==> config.mk <==
export PLATFORM = sky130hd
export DESIGN_NAME = matrix_key_event_translator_flat
export DESIGN_NICKNAME = d
export VERILOG_FILES = /design/src/rtl/mket_pkg.sv /design/src/rtl/mket_if.sv /design/src/rtl/mket_csr.sv /design/src/rtl/mket_keymap.sv /design/src/rtl/mket_core.sv /design/src/rtl/matrix_key_event_translator.sv /design/src/flat_wrapper.sv
export SDC_FILE = /design/constraint.sdc
export NUM_CORES = 1
export LEC_CHECK = 0
export BUFFER_PORTS_ARGS = -buffer_cell sky130_fd_sc_hd__buf_2
export CAP_MARGIN = 40
export CELL_PAD_IN_SITES_DETAIL_PLACEMENT = 1
export CELL_PAD_IN_SITES_GLOBAL_PLACEMENT = 2
export CORE_MARGIN = 2
export CORE_UTILIZATION = 35
export DETAILED_ROUTE_END_ITERATION = 10
export PLACE_DENSITY = 0.67
export SETUP_SLACK_MARGIN = 0.1
export SLEW_MARGIN = 20
export SYNTH_ARGS = -nofsm -noshare
export SYNTH_HDL_FRONTEND = slang
export SYNTH_SLANG_ARGS = --single-unit
==> constraint.sdc <==
create_clock -name clock -period 12.2 [get_ports clock]
set_input_delay 1.22 -clock clock [delete_from_list [all_inputs] [get_ports clock]]
set_output_delay 1.22 -clock clock [all_outputs]
set_load 0.005 [all_outputs]
==> src/rtl/mket_pkg.sv <==
// ----------------------------------------------------------------------------
// mket_pkg
// Shared types, codes and helpers for the key-matrix event translator.
// ----------------------------------------------------------------------------
package mket_pkg;

   localparam int CMD_W      = 2;
   localparam int CODE_W     = 8;
   localparam int KEY_W      = 7;
   localparam int CHAR_W     = 8;
   localparam int MAP_IDX_W  = 7;
   localparam int KIND_W     = 3;
   localparam int GPIO_W     = 5;
   localparam int LEVEL_W    = 7;
   localparam int TICK_W     = 9;
   localparam int CNT_W      = 4;
   localparam int FLAGS_W    = 4;
   localparam int CAPS_W     = 14;
   localparam int APB_DATA_W = 32;
   localparam int APB_ADDR_W = 5;
   localparam int REG_IDX_W  = 3;
   localparam int IDX_W      = 8;   // wide enough for row*columns+column

   localparam int KEYS_PER_ROW_CODE = 10;
   localparam int DEF_MAX_ROWS      = 8;
   localparam int DEF_REPEAT_TICKS  = 300;

   // commands
   localparam logic [CMD_W-1:0] CMD_KEY  = 2'd0;
   localparam logic [CMD_W-1:0] CMD_TICK = 2'd1;
   localparam logic [CMD_W-1:0] CMD_LOAD = 2'd2;

   // result kinds
   localparam logic [KIND_W-1:0] KIND_PRESS   = 3'd0;
   localparam logic [KIND_W-1:0] KIND_RELEASE = 3'd1;
   localparam logic [KIND_W-1:0] KIND_GPIO    = 3'd2;
   localparam logic [KIND_W-1:0] KIND_RAW     = 3'd3;
   localparam logic [KIND_W-1:0] KIND_BRIGHT  = 3'd4;

   // register indexes
   localparam logic [REG_IDX_W-1:0] REG_ROWS   = 3'd0;
   localparam logic [REG_IDX_W-1:0] REG_COLS   = 3'd1;
   localparam logic [REG_IDX_W-1:0] REG_SYMBOL = 3'd2;
   localparam logic [REG_IDX_W-1:0] REG_CAPS   = 3'd3;
   localparam logic [REG_IDX_W-1:0] REG_ALT    = 3'd4;
   localparam logic [REG_IDX_W-1:0] REG_BKSP   = 3'd5;
   localparam logic [REG_IDX_W-1:0] REG_BRIGHT = 3'd6;
   localparam logic [REG_IDX_W-1:0] REG_MODE   = 3'd7;

   // mode flag bits
   localparam int FLAG_HAS_SYMBOL = 0;
   localparam int FLAG_REPEAT     = 1;
   localparam int FLAG_RAW        = 2;
   localparam int FLAG_BACKLIGHT  = 3;

   localparam logic [CHAR_W-1:0]  CHAR_NULL  = 8'h00;
   localparam logic [CHAR_W-1:0]  CHAR_SPACE = 8'h20;
   localparam logic [CHAR_W-1:0]  CHAR_BS    = 8'h08;
   localparam logic [CHAR_W-1:0]  CHAR_LC_A  = 8'h61;
   localparam logic [CHAR_W-1:0]  CHAR_LC_Z  = 8'h7A;
   localparam logic [CHAR_W-1:0]  CASE_DIFF  = 8'h20;
   localparam logic [KEY_W-1:0]   GPIO_LAST_KEY = 7'd96;
   localparam logic [KEY_W-1:0]   GPIO_BASE     = 7'd97;
   localparam logic [LEVEL_W-1:0] LEVEL_FULL    = 7'd127;
   localparam logic [TICK_W-1:0]  TICK_MAX      = 9'd511;

   typedef struct packed {
      logic [CNT_W-1:0]   row_count;
      logic [CNT_W-1:0]   column_count;
      logic [KEY_W-1:0]   symbol_key;
      logic [CAPS_W-1:0]  caps_keys;
      logic [KEY_W-1:0]   alt_key;
      logic [KEY_W-1:0]   backspace_key;
      logic [KEY_W-1:0]   brightness_key;
      logic [FLAGS_W-1:0] mode_flags;
   } cfg_type;

   // word held while the keymap read is in flight
   typedef struct packed {
      logic [CMD_W-1:0]  cmd;
      logic [CODE_W-1:0] code;
      logic [KEY_W-1:0]  key;       // key code minus one
      logic              row_ok;
      logic              look_ok;
   } stage_type;

   typedef struct packed {
      logic               valid;
      logic [KIND_W-1:0]  kind;
      logic [CHAR_W-1:0]  char_code;
      logic               is_pressed;
      logic [GPIO_W-1:0]  gpio_index;
      logic [KEY_W-1:0]   raw_key;
      logic [LEVEL_W-1:0] brightness;
   } result_type;

   // key / 10 for keys below 128: multiply by 205, shift by 11
   function automatic logic [CNT_W-1:0] div10(input logic [KEY_W-1:0] k);
      logic [15:0] prod;
      prod = 16'(k) * 16'd205;
      return prod[14:11];
   endfunction

endpackage

==> src/rtl/mket_if.sv <==
// ----------------------------------------------------------------------------
// mket_req_if / mket_rsp_if
// Valid/ready channels for input words and result words.
// ----------------------------------------------------------------------------
interface mket_req_if;
   import mket_pkg::*;

   logic                 valid;
   logic                 ready;
   logic [CMD_W-1:0]     cmd;
   logic [CODE_W-1:0]    event_code;
   logic                 map_select;
   logic [MAP_IDX_W-1:0] map_index;
   logic [CHAR_W-1:0]    map_char;

   modport source (output valid, cmd, event_code, map_select, map_index, map_char,
                   input ready);
   modport sink   (input valid, cmd, event_code, map_select, map_index, map_char,
                   output ready);
endinterface

interface mket_rsp_if;
   import mket_pkg::*;

   logic               valid;
   logic               ready;
   logic [KIND_W-1:0]  kind;
   logic [CHAR_W-1:0]  char_code;
   logic               is_pressed;
   logic [GPIO_W-1:0]  gpio_index;
   logic [KEY_W-1:0]   raw_key;
   logic [LEVEL_W-1:0] brightness;

   modport source (output valid, kind, char_code, is_pressed, gpio_index, raw_key,
                   brightness, input ready);
   modport sink   (input valid, kind, char_code, is_pressed, gpio_index, raw_key,
                   brightness, output ready);
endinterface

==> src/rtl/mket_csr.sv <==
// ----------------------------------------------------------------------------
// mket_csr
// APB-style register file holding the matrix geometry, key roles and modes.
// ----------------------------------------------------------------------------
module mket_csr (
   input  logic                             clock,
   input  logic                             reset,
   input  logic                             psel,
   input  logic                             penable,
   input  logic                             pwrite,
   input  logic [mket_pkg::APB_ADDR_W-1:0]  paddr,
   input  logic [mket_pkg::APB_DATA_W-1:0]  pwdata,
   output logic [mket_pkg::APB_DATA_W-1:0]  prdata,
   output logic                             pready,
   output mket_pkg::cfg_type                cfg
);
   import mket_pkg::*;

   cfg_type               cfg_ff, cfg_in;
   logic [REG_IDX_W-1:0]  reg_idx;
   logic                  wr_en;

   assign reg_idx = paddr[APB_ADDR_W-1:2];
   assign pready  = 1'b1;
   assign wr_en   = psel && penable && pwrite && pready;
   assign cfg     = cfg_ff;

   always_comb begin
      cfg_in = cfg_ff;
      if (wr_en) begin
         case (reg_idx)
            REG_ROWS:   cfg_in.row_count      = pwdata[CNT_W-1:0];
            REG_COLS:   cfg_in.column_count   = pwdata[CNT_W-1:0];
            REG_SYMBOL: cfg_in.symbol_key     = pwdata[KEY_W-1:0];
            REG_CAPS:   cfg_in.caps_keys      = pwdata[CAPS_W-1:0];
            REG_ALT:    cfg_in.alt_key        = pwdata[KEY_W-1:0];
            REG_BKSP:   cfg_in.backspace_key  = pwdata[KEY_W-1:0];
            REG_BRIGHT: cfg_in.brightness_key = pwdata[KEY_W-1:0];
            REG_MODE:   cfg_in.mode_flags     = pwdata[FLAGS_W-1:0];
            default:    cfg_in = cfg_ff;
         endcase
      end
   end

   always_ff @(posedge clock) begin
      if (reset) begin
         cfg_ff <= '{row_count: CNT_W'(4), column_count: CNT_W'(10), default: '0};
      end else begin
         cfg_ff <= cfg_in;
      end
   end

   always_comb begin
      case (reg_idx)
         REG_ROWS:   prdata = APB_DATA_W'(cfg_ff.row_count);
         REG_COLS:   prdata = APB_DATA_W'(cfg_ff.column_count);
         REG_SYMBOL: prdata = APB_DATA_W'(cfg_ff.symbol_key);
         REG_CAPS:   prdata = APB_DATA_W'(cfg_ff.caps_keys);
         REG_ALT:    prdata = APB_DATA_W'(cfg_ff.alt_key);
         REG_BKSP:   prdata = APB_DATA_W'(cfg_ff.backspace_key);
         REG_BRIGHT: prdata = APB_DATA_W'(cfg_ff.brightness_key);
         REG_MODE:   prdata = APB_DATA_W'(cfg_ff.mode_flags);
         default:    prdata = '0;
      endcase
   end

endmodule

==> src/rtl/mket_keymap.sv <==
// ----------------------------------------------------------------------------
// mket_keymap
// Character and symbol maps: one write port, both maps read at one index,
// read data registered.
// ----------------------------------------------------------------------------
module mket_keymap #(
   parameter int DEPTH = mket_pkg::DEF_MAX_ROWS * mket_pkg::KEYS_PER_ROW_CODE,
   parameter int AW    = $clog2(DEPTH)
) (
   input  logic                         clock,
   input  logic                         wr_en,
   input  logic                         wr_sel,   // 1: symbol map
   input  logic [AW-1:0]                wr_addr,
   input  logic [mket_pkg::CHAR_W-1:0]  wr_data,
   input  logic                         rd_en,
   input  logic [AW-1:0]                rd_addr,
   output logic [mket_pkg::CHAR_W-1:0]  char_q,
   output logic [mket_pkg::CHAR_W-1:0]  sym_q
);
   import mket_pkg::*;

   logic [CHAR_W-1:0] char_mem [DEPTH];
   logic [CHAR_W-1:0] sym_mem  [DEPTH];
   logic [CHAR_W-1:0] char_q_ff;
   logic [CHAR_W-1:0] sym_q_ff;

   always_ff @(posedge clock) begin
      if (wr_en && !wr_sel) begin
         char_mem[wr_addr] <= wr_data;
      end
      if (wr_en && wr_sel) begin
         sym_mem[wr_addr] <= wr_data;
      end
      if (rd_en) begin
         char_q_ff <= char_mem[rd_addr];
         sym_q_ff  <= sym_mem[rd_addr];
      end
   end

   assign char_q = char_q_ff;
   assign sym_q  = sym_q_ff;

endmodule

==> src/rtl/mket_core.sv <==
// ----------------------------------------------------------------------------
// mket_core
// Modifier, repeat and backlight state; turns a key or tick word plus the
// keymap read data into at most one result.
// ----------------------------------------------------------------------------
module mket_core #(
   parameter int REPEAT_TICKS = mket_pkg::DEF_REPEAT_TICKS
) (
   input  logic                         clock,
   input  logic                         reset,
   input  mket_pkg::cfg_type            cfg,
   input  logic                         advance,
   input  mket_pkg::stage_type          item,
   input  logic [mket_pkg::CHAR_W-1:0]  char_q,
   input  logic [mket_pkg::CHAR_W-1:0]  sym_q,
   output mket_pkg::result_type         result
);
   import mket_pkg::*;

   localparam logic [TICK_W-1:0] REPEAT_LIM = TICK_W'(REPEAT_TICKS);

   logic               symbol_mode_ff, symbol_mode_in;
   logic               caps_mode_ff, caps_mode_in;
   logic               alt_mode_ff, alt_mode_in;
   logic               key_held_ff, key_held_in;
   logic               adjust_latch_ff, adjust_latch_in;
   logic [TICK_W-1:0]  held_ticks_ff, held_ticks_in;
   logic [CHAR_W-1:0]  previous_char_ff, previous_char_in;
   logic [CHAR_W-1:0]  repeat_char_ff, repeat_char_in;
   logic [LEVEL_W-1:0] backlight_level_ff, backlight_level_in;

   logic [KEY_W-1:0]   code_key;
   logic               pressed;
   logic               press_out;
   logic               sym_next;
   logic [CHAR_W-1:0]  ch;
   logic [CHAR_W-1:0]  v;
   logic [TICK_W-1:0]  tick_next;
   logic [FLAGS_W-1:0] flags;

   assign code_key = item.code[KEY_W-1:0];
   assign pressed  = item.code[CODE_W-1];
   assign flags    = cfg.mode_flags;
   assign sym_next = (item.key == cfg.symbol_key) ? !symbol_mode_ff : symbol_mode_ff;
   assign tick_next = (held_ticks_ff < TICK_MAX) ? held_ticks_ff + 1'b1 : held_ticks_ff;

   // caps conversion applies to the character map only
   always_comb begin
      ch = char_q;
      if (caps_mode_ff && ch >= CHAR_LC_A && ch <= CHAR_LC_Z) begin
         ch = ch - CASE_DIFF;
      end
   end

   always_comb begin
      symbol_mode_in     = symbol_mode_ff;
      caps_mode_in       = caps_mode_ff;
      alt_mode_in        = alt_mode_ff;
      key_held_in        = key_held_ff;
      adjust_latch_in    = adjust_latch_ff;
      held_ticks_in      = held_ticks_ff;
      previous_char_in   = previous_char_ff;
      repeat_char_in     = repeat_char_ff;
      backlight_level_in = backlight_level_ff;
      result             = '0;
      press_out          = pressed;
      v                  = CHAR_NULL;

      case (item.cmd)
         CMD_KEY: begin
            if (item.code == '0) begin
               result = '0;
            end else if (flags[FLAG_RAW]) begin
               result.valid      = 1'b1;
               result.kind       = KIND_RAW;
               result.is_pressed = pressed;
               result.raw_key    = code_key;
            end else if (code_key > GPIO_LAST_KEY) begin
               result.valid      = 1'b1;
               result.kind       = KIND_GPIO;
               result.is_pressed = pressed;
               result.gpio_index = GPIO_W'(code_key - GPIO_BASE);
            end else if (code_key == '0 || !item.row_ok) begin
               result = '0;
            end else if (item.key != cfg.symbol_key &&
                         (item.key == cfg.caps_keys[KEY_W-1:0] ||
                          item.key == cfg.caps_keys[CAPS_W-1:KEY_W])) begin
               caps_mode_in = !caps_mode_ff;
            end else if (item.key != cfg.symbol_key && item.key == cfg.alt_key) begin
               alt_mode_in = !alt_mode_ff;
            end else if (item.key != cfg.symbol_key && item.key == cfg.backspace_key) begin
               held_ticks_in = '0;
               if (pressed) begin
                  previous_char_in = CHAR_BS;
                  repeat_char_in   = CHAR_BS;
                  key_held_in      = 1'b1;
                  result.valid     = 1'b1;
                  result.kind      = KIND_PRESS;
                  result.char_code = CHAR_BS;
               end else begin
                  key_held_in = 1'b0;
               end
            end else begin
               // ordinary key, or the symbol key acting as one
               symbol_mode_in = sym_next;
               if (item.key == cfg.symbol_key && flags[FLAG_HAS_SYMBOL]) begin
                  result = '0;
               end else if (pressed && alt_mode_ff && item.key == cfg.brightness_key &&
                            flags[FLAG_BACKLIGHT]) begin
                  backlight_level_in = (backlight_level_ff != '0) ? '0 : LEVEL_FULL;
                  adjust_latch_in    = 1'b1;
                  result.valid       = 1'b1;
                  result.kind        = KIND_BRIGHT;
                  result.brightness  = backlight_level_in;
               end else if (!pressed && adjust_latch_ff) begin
                  adjust_latch_in = 1'b0;
               end else begin
                  if (item.look_ok) begin
                     v = sym_next ? sym_q : ch;
                  end
                  if (sym_next) begin
                     if (v == CHAR_SPACE) begin
                        v = CHAR_NULL;
                     end
                  end else if (flags[FLAG_HAS_SYMBOL]) begin
                     if (v == CHAR_NULL && previous_char_ff == CHAR_NULL && pressed) begin
                        v = CHAR_SPACE;
                     end
                  end else if (previous_char_ff == CHAR_NULL) begin
                     v         = CHAR_SPACE;
                     press_out = 1'b1;
                  end
                  previous_char_in = v;
                  repeat_char_in   = v;
                  key_held_in      = press_out;
                  held_ticks_in    = '0;
                  result.valid     = 1'b1;
                  result.kind      = press_out ? KIND_PRESS : KIND_RELEASE;
                  result.char_code = v;
               end
            end
         end
         CMD_TICK: begin
            held_ticks_in = tick_next;
            if (flags[FLAG_REPEAT] && key_held_ff && tick_next > REPEAT_LIM) begin
               if (previous_char_ff == CHAR_NULL || previous_char_ff == CHAR_SPACE) begin
                  key_held_in = 1'b0;
               end else begin
                  held_ticks_in    = '0;
                  result.valid     = 1'b1;
                  result.kind      = KIND_PRESS;
                  result.char_code = repeat_char_ff;
               end
            end
         end
         default: begin
            result = '0;
         end
      endcase
   end

   always_ff @(posedge clock) begin
      if (reset) begin
         symbol_mode_ff     <= 1'b0;
         caps_mode_ff       <= 1'b0;
         alt_mode_ff        <= 1'b0;
         key_held_ff        <= 1'b0;
         adjust_latch_ff    <= 1'b0;
         held_ticks_ff      <= '0;
         previous_char_ff   <= '0;
         repeat_char_ff     <= '0;
         backlight_level_ff <= '0;
      end else if (advance) begin
         symbol_mode_ff     <= symbol_mode_in;
         caps_mode_ff       <= caps_mode_in;
         alt_mode_ff        <= alt_mode_in;
         key_held_ff        <= key_held_in;
         adjust_latch_ff    <= adjust_latch_in;
         held_ticks_ff      <= held_ticks_in;
         previous_char_ff   <= previous_char_in;
         repeat_char_ff     <= repeat_char_in;
         backlight_level_ff <= backlight_level_in;
      end
   end

endmodule

==> src/rtl/matrix_key_event_translator.sv <==
// ----------------------------------------------------------------------------
// matrix_key_event_translator
// Translates key-matrix FIFO bytes and millisecond ticks into character,
// GPIO, raw and backlight result words; loads keymap entries.
// ----------------------------------------------------------------------------
// Takes one input word per clock while the result side keeps taking words. The
// accepting edge reads the character and symbol maps (both synchronous memories,
// read together at the key's index) into the read stage while keymap loads
// write; the edge that moves the word out of the read stage applies the
// modifier and repeat state and fills the output register, where its result
// becomes valid. A word only moves out of the read stage when the output
// register is empty or being drained, so a held result word stalls the input
// once one more word waits in the read stage. Key bytes, ticks and loads that
// produce no result leave the output channel untouched. Unwritten keymap
// entries read back undefined.
module matrix_key_event_translator #(
   parameter int MAX_ROWS     = mket_pkg::DEF_MAX_ROWS,
   parameter int REPEAT_TICKS = mket_pkg::DEF_REPEAT_TICKS
) (
   input  logic                             clock,
   input  logic                             reset,
   mket_req_if.sink                         req_if,
   mket_rsp_if.source                       rsp_if,
   input  logic                             psel,
   input  logic                             penable,
   input  logic                             pwrite,
   input  logic [mket_pkg::APB_ADDR_W-1:0]  paddr,
   input  logic [mket_pkg::APB_DATA_W-1:0]  pwdata,
   output logic [mket_pkg::APB_DATA_W-1:0]  prdata,
   output logic                             pready
);
   import mket_pkg::*;

   localparam int TABLE_SIZE = MAX_ROWS * KEYS_PER_ROW_CODE;
   localparam int AW         = $clog2(TABLE_SIZE);
   localparam logic [IDX_W-1:0] TABLE_LIM = IDX_W'(TABLE_SIZE);

   cfg_type           cfg;
   stage_type         stage_ff, stage_in;
   logic              stage_valid_ff;
   result_type        out_ff;
   logic              out_valid_ff;
   result_type        result;
   logic [CHAR_W-1:0] char_q;
   logic [CHAR_W-1:0] sym_q;

   logic              accept;
   logic              advance;
   logic [KEY_W-1:0]  key;
   logic [CNT_W-1:0]  row;
   logic [CNT_W-1:0]  col;
   logic [IDX_W-1:0]  lookup_idx;
   logic              load_ok;
   logic              map_wr;

   mket_csr u_csr (
      .clock   (clock),
      .reset   (reset),
      .psel    (psel),
      .penable (penable),
      .pwrite  (pwrite),
      .paddr   (paddr),
      .pwdata  (pwdata),
      .prdata  (prdata),
      .pready  (pready),
      .cfg     (cfg)
   );

   // handshake: stage moves when the output register is free or being drained
   assign advance       = stage_valid_ff && (!out_valid_ff || rsp_if.ready);
   assign req_if.ready  = !stage_valid_ff || advance;
   assign accept        = req_if.valid && req_if.ready;

   // key index, row and column from the event byte
   assign key        = req_if.event_code[KEY_W-1:0] - 1'b1;
   assign row        = div10(key);
   assign col        = CNT_W'(key - KEY_W'(row) * KEY_W'(KEYS_PER_ROW_CODE));
   assign lookup_idx = IDX_W'(row * cfg.column_count) + IDX_W'(col);

   assign load_ok = IDX_W'(req_if.map_index) < TABLE_LIM;
   assign map_wr  = accept && (req_if.cmd == CMD_LOAD) && load_ok;

   always_comb begin
      stage_in.cmd     = req_if.cmd;
      stage_in.code    = req_if.event_code;
      stage_in.key     = key;
      stage_in.row_ok  = row < cfg.row_count;
      stage_in.look_ok = (row < cfg.row_count) && (col < cfg.column_count) &&
                         (lookup_idx < TABLE_LIM);
   end

   mket_keymap #(
      .DEPTH (TABLE_SIZE),
      .AW    (AW)
   ) u_keymap (
      .clock   (clock),
      .wr_en   (map_wr),
      .wr_sel  (req_if.map_select),
      .wr_addr (req_if.map_index[AW-1:0]),
      .wr_data (req_if.map_char),
      .rd_en   (accept),
      .rd_addr (lookup_idx[AW-1:0]),
      .char_q  (char_q),
      .sym_q   (sym_q)
   );

   mket_core #(
      .REPEAT_TICKS (REPEAT_TICKS)
   ) u_core (
      .clock   (clock),
      .reset   (reset),
      .cfg     (cfg),
      .advance (advance),
      .item    (stage_ff),
      .char_q  (char_q),
      .sym_q   (sym_q),
      .result  (result)
   );

   always_ff @(posedge clock) begin
      if (reset) begin
         stage_valid_ff <= 1'b0;
      end else if (req_if.ready) begin
         stage_valid_ff <= req_if.valid;
      end
   end

   always_ff @(posedge clock) begin
      if (accept) begin
         stage_ff <= stage_in;
      end
   end

   always_ff @(posedge clock) begin
      if (reset) begin
         out_valid_ff <= 1'b0;
      end else if (advance) begin
         out_valid_ff <= result.valid;
      end else if (rsp_if.ready) begin
         out_valid_ff <= 1'b0;
      end
   end

   always_ff @(posedge clock) begin
      if (advance && result.valid) begin
         out_ff <= result;
      end
   end

   assign rsp_if.valid      = out_valid_ff;
   assign rsp_if.kind       = out_ff.kind;
   assign rsp_if.char_code  = out_ff.char_code;
   assign rsp_if.is_pressed = out_ff.is_pressed;
   assign rsp_if.gpio_index = out_ff.gpio_index;
   assign rsp_if.raw_key    = out_ff.raw_key;
   assign rsp_if.brightness = out_ff.brightness;

endmodule

==> src/flat_wrapper.sv <==
// flat-port wrapper written by rule: the top's interface ports become plain ports
module matrix_key_event_translator_flat import mket_pkg::*;
#(
   parameter int MAX_ROWS     = mket_pkg::DEF_MAX_ROWS,
   parameter int REPEAT_TICKS = mket_pkg::DEF_REPEAT_TICKS
)
  (clock, reset, psel, penable, pwrite, paddr, pwdata, prdata, pready, req_if_valid, req_if_cmd, req_if_event_code, req_if_map_select, req_if_map_index, req_if_map_char, req_if_ready, rsp_if_valid, rsp_if_kind, rsp_if_char_code, rsp_if_is_pressed, rsp_if_gpio_index, rsp_if_raw_key, rsp_if_brightness, rsp_if_ready);
  mket_req_if req_if_i ();
  mket_rsp_if rsp_if_i ();
  input  logic clock;
  input  logic reset;
  input  logic psel;
  input  logic penable;
  input  logic pwrite;
  input  logic [mket_pkg::APB_ADDR_W-1:0] paddr;
  input  logic [mket_pkg::APB_DATA_W-1:0] pwdata;
  output logic [mket_pkg::APB_DATA_W-1:0] prdata;
  output logic pready;
  input wire logic [$bits(req_if_i.valid)-1:0] req_if_valid;
  input wire logic [$bits(req_if_i.cmd)-1:0] req_if_cmd;
  input wire logic [$bits(req_if_i.event_code)-1:0] req_if_event_code;
  input wire logic [$bits(req_if_i.map_select)-1:0] req_if_map_select;
  input wire logic [$bits(req_if_i.map_index)-1:0] req_if_map_index;
  input wire logic [$bits(req_if_i.map_char)-1:0] req_if_map_char;
  output wire logic [$bits(req_if_i.ready)-1:0] req_if_ready;
  output wire logic [$bits(rsp_if_i.valid)-1:0] rsp_if_valid;
  output wire logic [$bits(rsp_if_i.kind)-1:0] rsp_if_kind;
  output wire logic [$bits(rsp_if_i.char_code)-1:0] rsp_if_char_code;
  output wire logic [$bits(rsp_if_i.is_pressed)-1:0] rsp_if_is_pressed;
  output wire logic [$bits(rsp_if_i.gpio_index)-1:0] rsp_if_gpio_index;
  output wire logic [$bits(rsp_if_i.raw_key)-1:0] rsp_if_raw_key;
  output wire logic [$bits(rsp_if_i.brightness)-1:0] rsp_if_brightness;
  input wire logic [$bits(rsp_if_i.ready)-1:0] rsp_if_ready;
  assign req_if_i.valid = req_if_valid;
  assign req_if_i.cmd = req_if_cmd;
  assign req_if_i.event_code = req_if_event_code;
  assign req_if_i.map_select = req_if_map_select;
  assign req_if_i.map_index = req_if_map_index;
  assign req_if_i.map_char = req_if_map_char;
  assign req_if_ready = req_if_i.ready;
  assign rsp_if_valid = rsp_if_i.valid;
  assign rsp_if_kind = rsp_if_i.kind;
  assign rsp_if_char_code = rsp_if_i.char_code;
  assign rsp_if_is_pressed = rsp_if_i.is_pressed;
  assign rsp_if_gpio_index = rsp_if_i.gpio_index;
  assign rsp_if_raw_key = rsp_if_i.raw_key;
  assign rsp_if_brightness = rsp_if_i.brightness;
  assign rsp_if_i.ready = rsp_if_ready;
  matrix_key_event_translator #(.MAX_ROWS(MAX_ROWS), .REPEAT_TICKS(REPEAT_TICKS)) u_core (.clock(clock), .reset(reset), .req_if(req_if_i), .rsp_if(rsp_if_i), .psel(psel), .penable(penable), .pwrite(pwrite), .paddr(paddr), .pwdata(pwdata), .prdata(prdata), .pready(pready));
endmodule
; Word-level counts from Yosys, hierarchy flattened
; Memory sizes are Yosys's and may differ from the RTL's. A register that Yosys moved wholly into a read port is not among the register bits.
; Cells that the tools add are included.
[word_totals]
mem_count = 2
word_cells = 277
regBits = 135
input_bits = 70
ramBits = 1280
[memory_table]
columns = name, depth, width, rd, rd_ports_with_merged_regs, wr, line_no
row1 = u_core.u_keymap.char_mem, 80, 8, 1, 1, 1, mket_keymap.sv:22  ; logic [CHAR_W-1:0] char_mem [DEPTH];
row2 = u_core.u_keymap.sym_mem, 80, 8, 1, 1, 1, mket_keymap.sv:23  ; logic [CHAR_W-1:0] sym_mem [DEPTH];
[classes]
reduce_logical = 67
n_eq_ne = 33
bitwise_logic = 10
n_mul = 3
order_cmp = 9
n_addsub = 6
muxes = 118
[ops]
columns = op, count
row1 = two-way mux 8 bit, 38
row2 = one-hot mux 32 bit (8 select lines), 1
row3 = two-way mux 32 bit, 4
row4 = two-way mux 9 bit, 13
row5 = two-way mux 12 bit, 9
row6 = == test 7 bit, 6
row7 = two-way mux 7 bit, 6
row8 = two-way mux 1 bit, 38
row9 = AND reduction 11 bit, 3
row10 = logical AND 1 bit, 25
row11 = logical NOT 8 bit, 3
row12 = one-hot mux 12 bit (2 select lines), 1
row13 = inequality test 2 bit (second input constant), 11
row14 = one-hot mux 9 bit (2 select lines), 1
row15 = == test 8 x 6 -> 1 bit (second input constant), 2
row16 = AND reduction 2 bit, 8
row17 = multiplier 7 x 8 -> 15 bit (second input constant), 1
row18 = two-way mux 14 bit, 1
row19 = AND reduction 13 bit, 1
row20 = == test 3 bit (second input constant), 4
row21 = two-way mux 4 bit, 3
row22 = AND reduction 12 bit, 1
row23 = NOT 1 bit, 10
row24 = OR reduction 10 bit, 1
row25 = 38 further kinds, 55

; Longest topological paths before layout
[logic_depth]
depth_word = 49
mapped_depth = 35
mapped_depth_nobuf = 33

; Modules after synthesis
; A second synthesis with hierarchy kept.
[hier_totals]
hier_cells = 3490
hier_area_um2 = 59497.1
[modules_own_cells]
columns = module, cells_each, instances, area_per_inst_um2
row1 = mket_keymap, 2491, 1, 50350.8
row2 = matrix_key_event_translator, 287, 1, 3524.6
row3 = mket_core, 395, 1, 3021.6
row4 = mket_csr, 317, 1, 2600.0

; Least setup slack after synthesis
; Ideal clock, no wire load.
[synth_path]
path_type = input-to-reg
startpoint = in req_if_event_code[0]
endpoint = reg u_core.u_keymap.char_q_ff[6] (netlist: u_core.u_keymap.char_q[6]) (read register of u_core.u_keymap.char_mem) (data pin)
t_required_ns = 11.930
t_arrival_ns = 8.958
setup_time_ns = 0.270
path_slack_ns = 2.972
n_path_buf = 1
path_stages = 32
path_cell_list = inv_1 ha_1 nand3b_1 xnor2_1 ha_1 inv_1 fa_1 inv_1 ha_1 inv_1 fa_1 inv_1 ha_1 a2111oi_0 o2bb2ai_1 o31ai_1 a21oi_1 o21ai_0 a21oi_1 nand2_1 fa_1 fa_1 fa_1 inv_1 ha_1 xor2_1 clkbuf_1 mux4_2 nor2_1 a21oi_1 o22ai_1 a21oi_1
[synth_between]
elab_chain_len = 5
word_cells_on_any_way = 6
cone_classes = add/sub: 3 / mul: 3
[synth_rtl]
columns = item, line_no
row1 = from (decl), flat_wrapper.sv:21  ; input wire logic [$bits(req_if_i.event_code)-1:0] req_if_event_code;
row2 = subtractor 7 x 1 -> 7 bit *, matrix_key_event_translator.sv:75  ; assign key = req_if.event_code[KEY_W-1:0] - 1'b1;
row3 = via u_core.key[6], matrix_key_event_translator.sv:49  ; logic [KEY_W-1:0] key;
row4 = multiplier 7 x 8 -> 15 bit *, mket_pkg.sv:100  ; prod = 16'(k) * 16'd205;
row5 = multiplier 4 x 3 -> 3 bit, matrix_key_event_translator.sv:77  ; assign col = CNT_W'(key - KEY_W'(row) * KEY_W'(KEYS_PER_ROW_CODE));
row6 = subtractor 4 bit, matrix_key_event_translator.sv:77
row7 = adder 8 x 4 -> 8 bit *, matrix_key_event_translator.sv:78  ; assign lookup_idx = IDX_W'(row * cfg.column_count) + IDX_W'(col);
row8 = to (decl), mket_keymap.sv:24  ; logic [CHAR_W-1:0] char_q_ff;
; The timed path passes the listed nets; every way through them passes the cells marked *.
; A chain may end at the register's enable or synchronous reset.

; Final worst setup path
[layout_path]
startpoint = in req_if_event_code[0]
endpoint = reg u_core.u_keymap.char_q_ff[6] (netlist: u_core.u_keymap.char_q[6]) (read register of u_core.u_keymap.char_mem) (data pin)
[layout_between]
word_cells_on_any_way = 6
cone_classes = add/sub: 3 / mul: 3
[layout_rtl]
columns = item, line_no
row1 = subtractor 7 x 1 -> 7 bit, matrix_key_event_translator.sv:75
row2 = subtractor 4 bit, matrix_key_event_translator.sv:77
row3 = via u_core.col[0], matrix_key_event_translator.sv:51  ; logic [CNT_W-1:0] col;
row4 = adder 8 x 4 -> 8 bit, matrix_key_event_translator.sv:78
; The timed path passes the listed nets, and every way through them passes these cells.

==> metrics.cfg <==
[routing]
routed_wl_mm = 145
via_per_inst = 5.23
drtAntennaViolNets = 0
dr.pass1.iters = 7
drtIter0Drc = 2287
drcViolationCount = 0
wl_per_cell_microns = 26.0
vias = 29145

[clocking]
postCtsSetupRepairBufs = 0
ctsLongestPathBuffers = 3
worstSkewPairLatency_ns = 0.78
cts_resized = 0
clock_sinks = 1419
cts_tree = done
root_buffer = clkbuf_16
htree_num_levels = 4
cts_hold_buf = 0
cts.clk_slew.worst_paths_ns = 0.06
cts-buffers-inserted = 153

[yosys]
yosys.area.top_type = edfxtp_1
synth_area_leaders = edfxtp_1 69%, mux4_2 16%, dfxtp_1 2.7%
synth_seq_area_share_pct = 72.1
synth_top_area_share_pct = 69.4
ys_types = 73
syn_avg_cell_area_sq_um = 19.1
synth_warnings = 0
synthFlopType = edfxtp_1
syn_inst = 3041
syn_area_sq_um = 58000
ys_ff_latch = 1419
synth_edf_count = 1340
synthArstFlopShare_pct = 0

[grt]
antenna_found_initial = 10
grt_max_degree = 98
grt_usage_pct = 17.2
overflow = 0
grt_pass1_wl_mm = 214
grt_pass1_vias = 30667

[final_layout]
final_nets = 3412
syn_to_final_growth_pct = 15.3
final_area_sq_um = 66900
layout-drive-gt1-share_pct = 25.6

[setup_path]
worstPathArrival_ns = 10.41
reg2reg_slack_ns = 6.94
critPathLaunch = req_if_event_code[0]
start_kind = primary input
max_stage_delay_ns = 0.68
slowest_stage = a2111oi_0
end_kind = register
path_max_fanout = 19
rr_startpoint = u_core.u_csr.cfg[47]$_SDFFE_PP1P_
path_class = in2reg
cp.required_ns = 12.71
cpMostUsedCell = inv_1

[place]
post-dp-hpwl_mm = 92.6
port-buffer-count = 96
placed_area_sq_um = 61500
place_ws_ns = 1.43
gp_congestion = 0.784

[timing]
rsz0062_at_grt = no
fin_crit_ns = 9.90
post-route-period-util_pct = 81.1
fin_skew_ns = 0.0370
tightest_slew_ns = 0.871
relSlewSlack_pct = 41.7
setup_viol = 0
fmax_mhz = 101
slew_viol_final = 0
hold_viol = 0
tns_ns = 0
fin_ws_ns = 2.30

[floorplan]
start_util_pct = 35.2
pin_count = 136
num_rows = 149
die_h_microns = 411
fp.coreArea_sq_um = 165000
die_w_microns = 411
dieArea_sq_um = 169000

[status]
run_status = complete, no violations

[min_path]
hp-class = reg2reg
hp-start = u_core.u_core.repeat_char_ff[2]$_SDFFE_PP0P_

[job]
cap_viol_max_count = 0

registers in the layout, summed over array words and instances, names as in the netlist, 3 cells and up:
signal / flops
u_core.u_core.repeat_char_ff: 8
u_core.rsp_if.kind: 3
u_core.rsp_if.raw_key: 7
u_core.rsp_if.gpio_index: 5
u_core.rsp_if.char_code: 8
u_core.u_keymap.char_q: 8
u_core.u_keymap.sym_mem: 640
u_core.u_csr.cfg: 54
u_core.u_keymap.sym_q: 8
u_core.u_core.held_ticks_ff: 9
u_core.u_keymap.char_mem: 640
u_core.stage_ff: 19
critical path: cells and delay by family:
family                   cells  cell delay [ns]
AO/OA/AOI/OAI               11             2.94
XOR/XNOR                     1             0.49
adder cells (fa/ha/maj)     10             3.82
buffers and inverters        9             1.12
AND/OR/NAND/NOR              3             0.79
layout make-up:
type                    instances  area (sq um)
clock buffers                 200          4030
diodes                          1          2.50
multi-input cells            1392         15300
well taps                    2189          2740
fillers                     15965         97900
clock inverters                73           732
flip-flops and latches       1419         41800
inverters                      64           240
repair buffers                236          2010
synthesized netlist by cell type (19+ instances only):
cell type / number
edfxtp_1: 1340
nor2_1: 295
and3_1: 24
a21oi_1: 49
nand2_1: 125
xnor2_1: 35
ha_1: 60
mux4_2: 400
buf_4: 25
clkbuf_1: 125
inv_1: 64
nor3_1: 23
mux2i_1: 45
o22ai_1: 19
buf_1: 23
nand3_1: 31
dfxtp_1: 79
a31oi_1: 23
xor2_1: 35
logic make-up after synthesis:
logic type,share of synthesized area (%)
flip-flops,72.1
multiplexers,16.5
adder cells (fa/ha/maj),1.85
AND/OR/NAND/NOR,4.49
buffers and inverters,1.78
other,0.0129
XOR/XNOR,1.06
AO/OA/AOI/OAI,2.20
path summary, 6_finish.rpt:
check	end	cells after the start
min reg2reg	u_core.u_core.repeat_char_ff[2]$_SDFFE_PP0P_	2
max	u_core.u_keymap.char_q[6]$_DFFE_PP_	34
max reg2reg	u_core.u_keymap.char_q[6]$_DFFE_PP_	13
min	u_core.u_core.repeat_char_ff[2]$_SDFFE_PP0P_	2
layer usage:
| metal | track usage [%] | vias up | share of wire, % |
|---|---|---|---|
| li1 | - | 12668 | - |
| met1 | 24.0 | 15475 | 44 |
| met2 | 27.4 | 779 | 48 |
| met3 | 3.74 | 211 | 6.0 |
| met4 | 4.57 | 12 | 2.3 |
| met5 | 0 | - | 0.045 |
cells in the final DEF, fill, tap and decap left out, drive strengths merged, types with 23 or more instances in the layout:
master,n
mux2i,45
and3,26
nand2,127
inv,74
clkinv,51
mux4,400
clkbuf,200
a21oi,49
nor2,295
a31oi,23
ha,60
nand3,32
dfxtp,79
xnor2,35
xor2,35
buf,236
nor3,23
edfxtp,1340
metrics by stage:
| stage | instances | hold WS (ns) | utilization, % |
|---|---|---|---|
| 6_report | 5574 | 0.479 | 40.6 |
| 5_1_grt | 5573 | 0.495 | 40.6 |
| 4_1_cts | 5507 | 0.478 | 40.2 |
| 3_3_place_gp | 5206 | 0.454 | 37.1 |
| 2_1_floorplan | 3058 | 0.444 | - |
| 3_5_place_dp | 5234 | 0.461 | 37.3 |
Power is not shown: default switching activity piles up to over one toggle a cycle in this logic, so the estimate is an artifact.
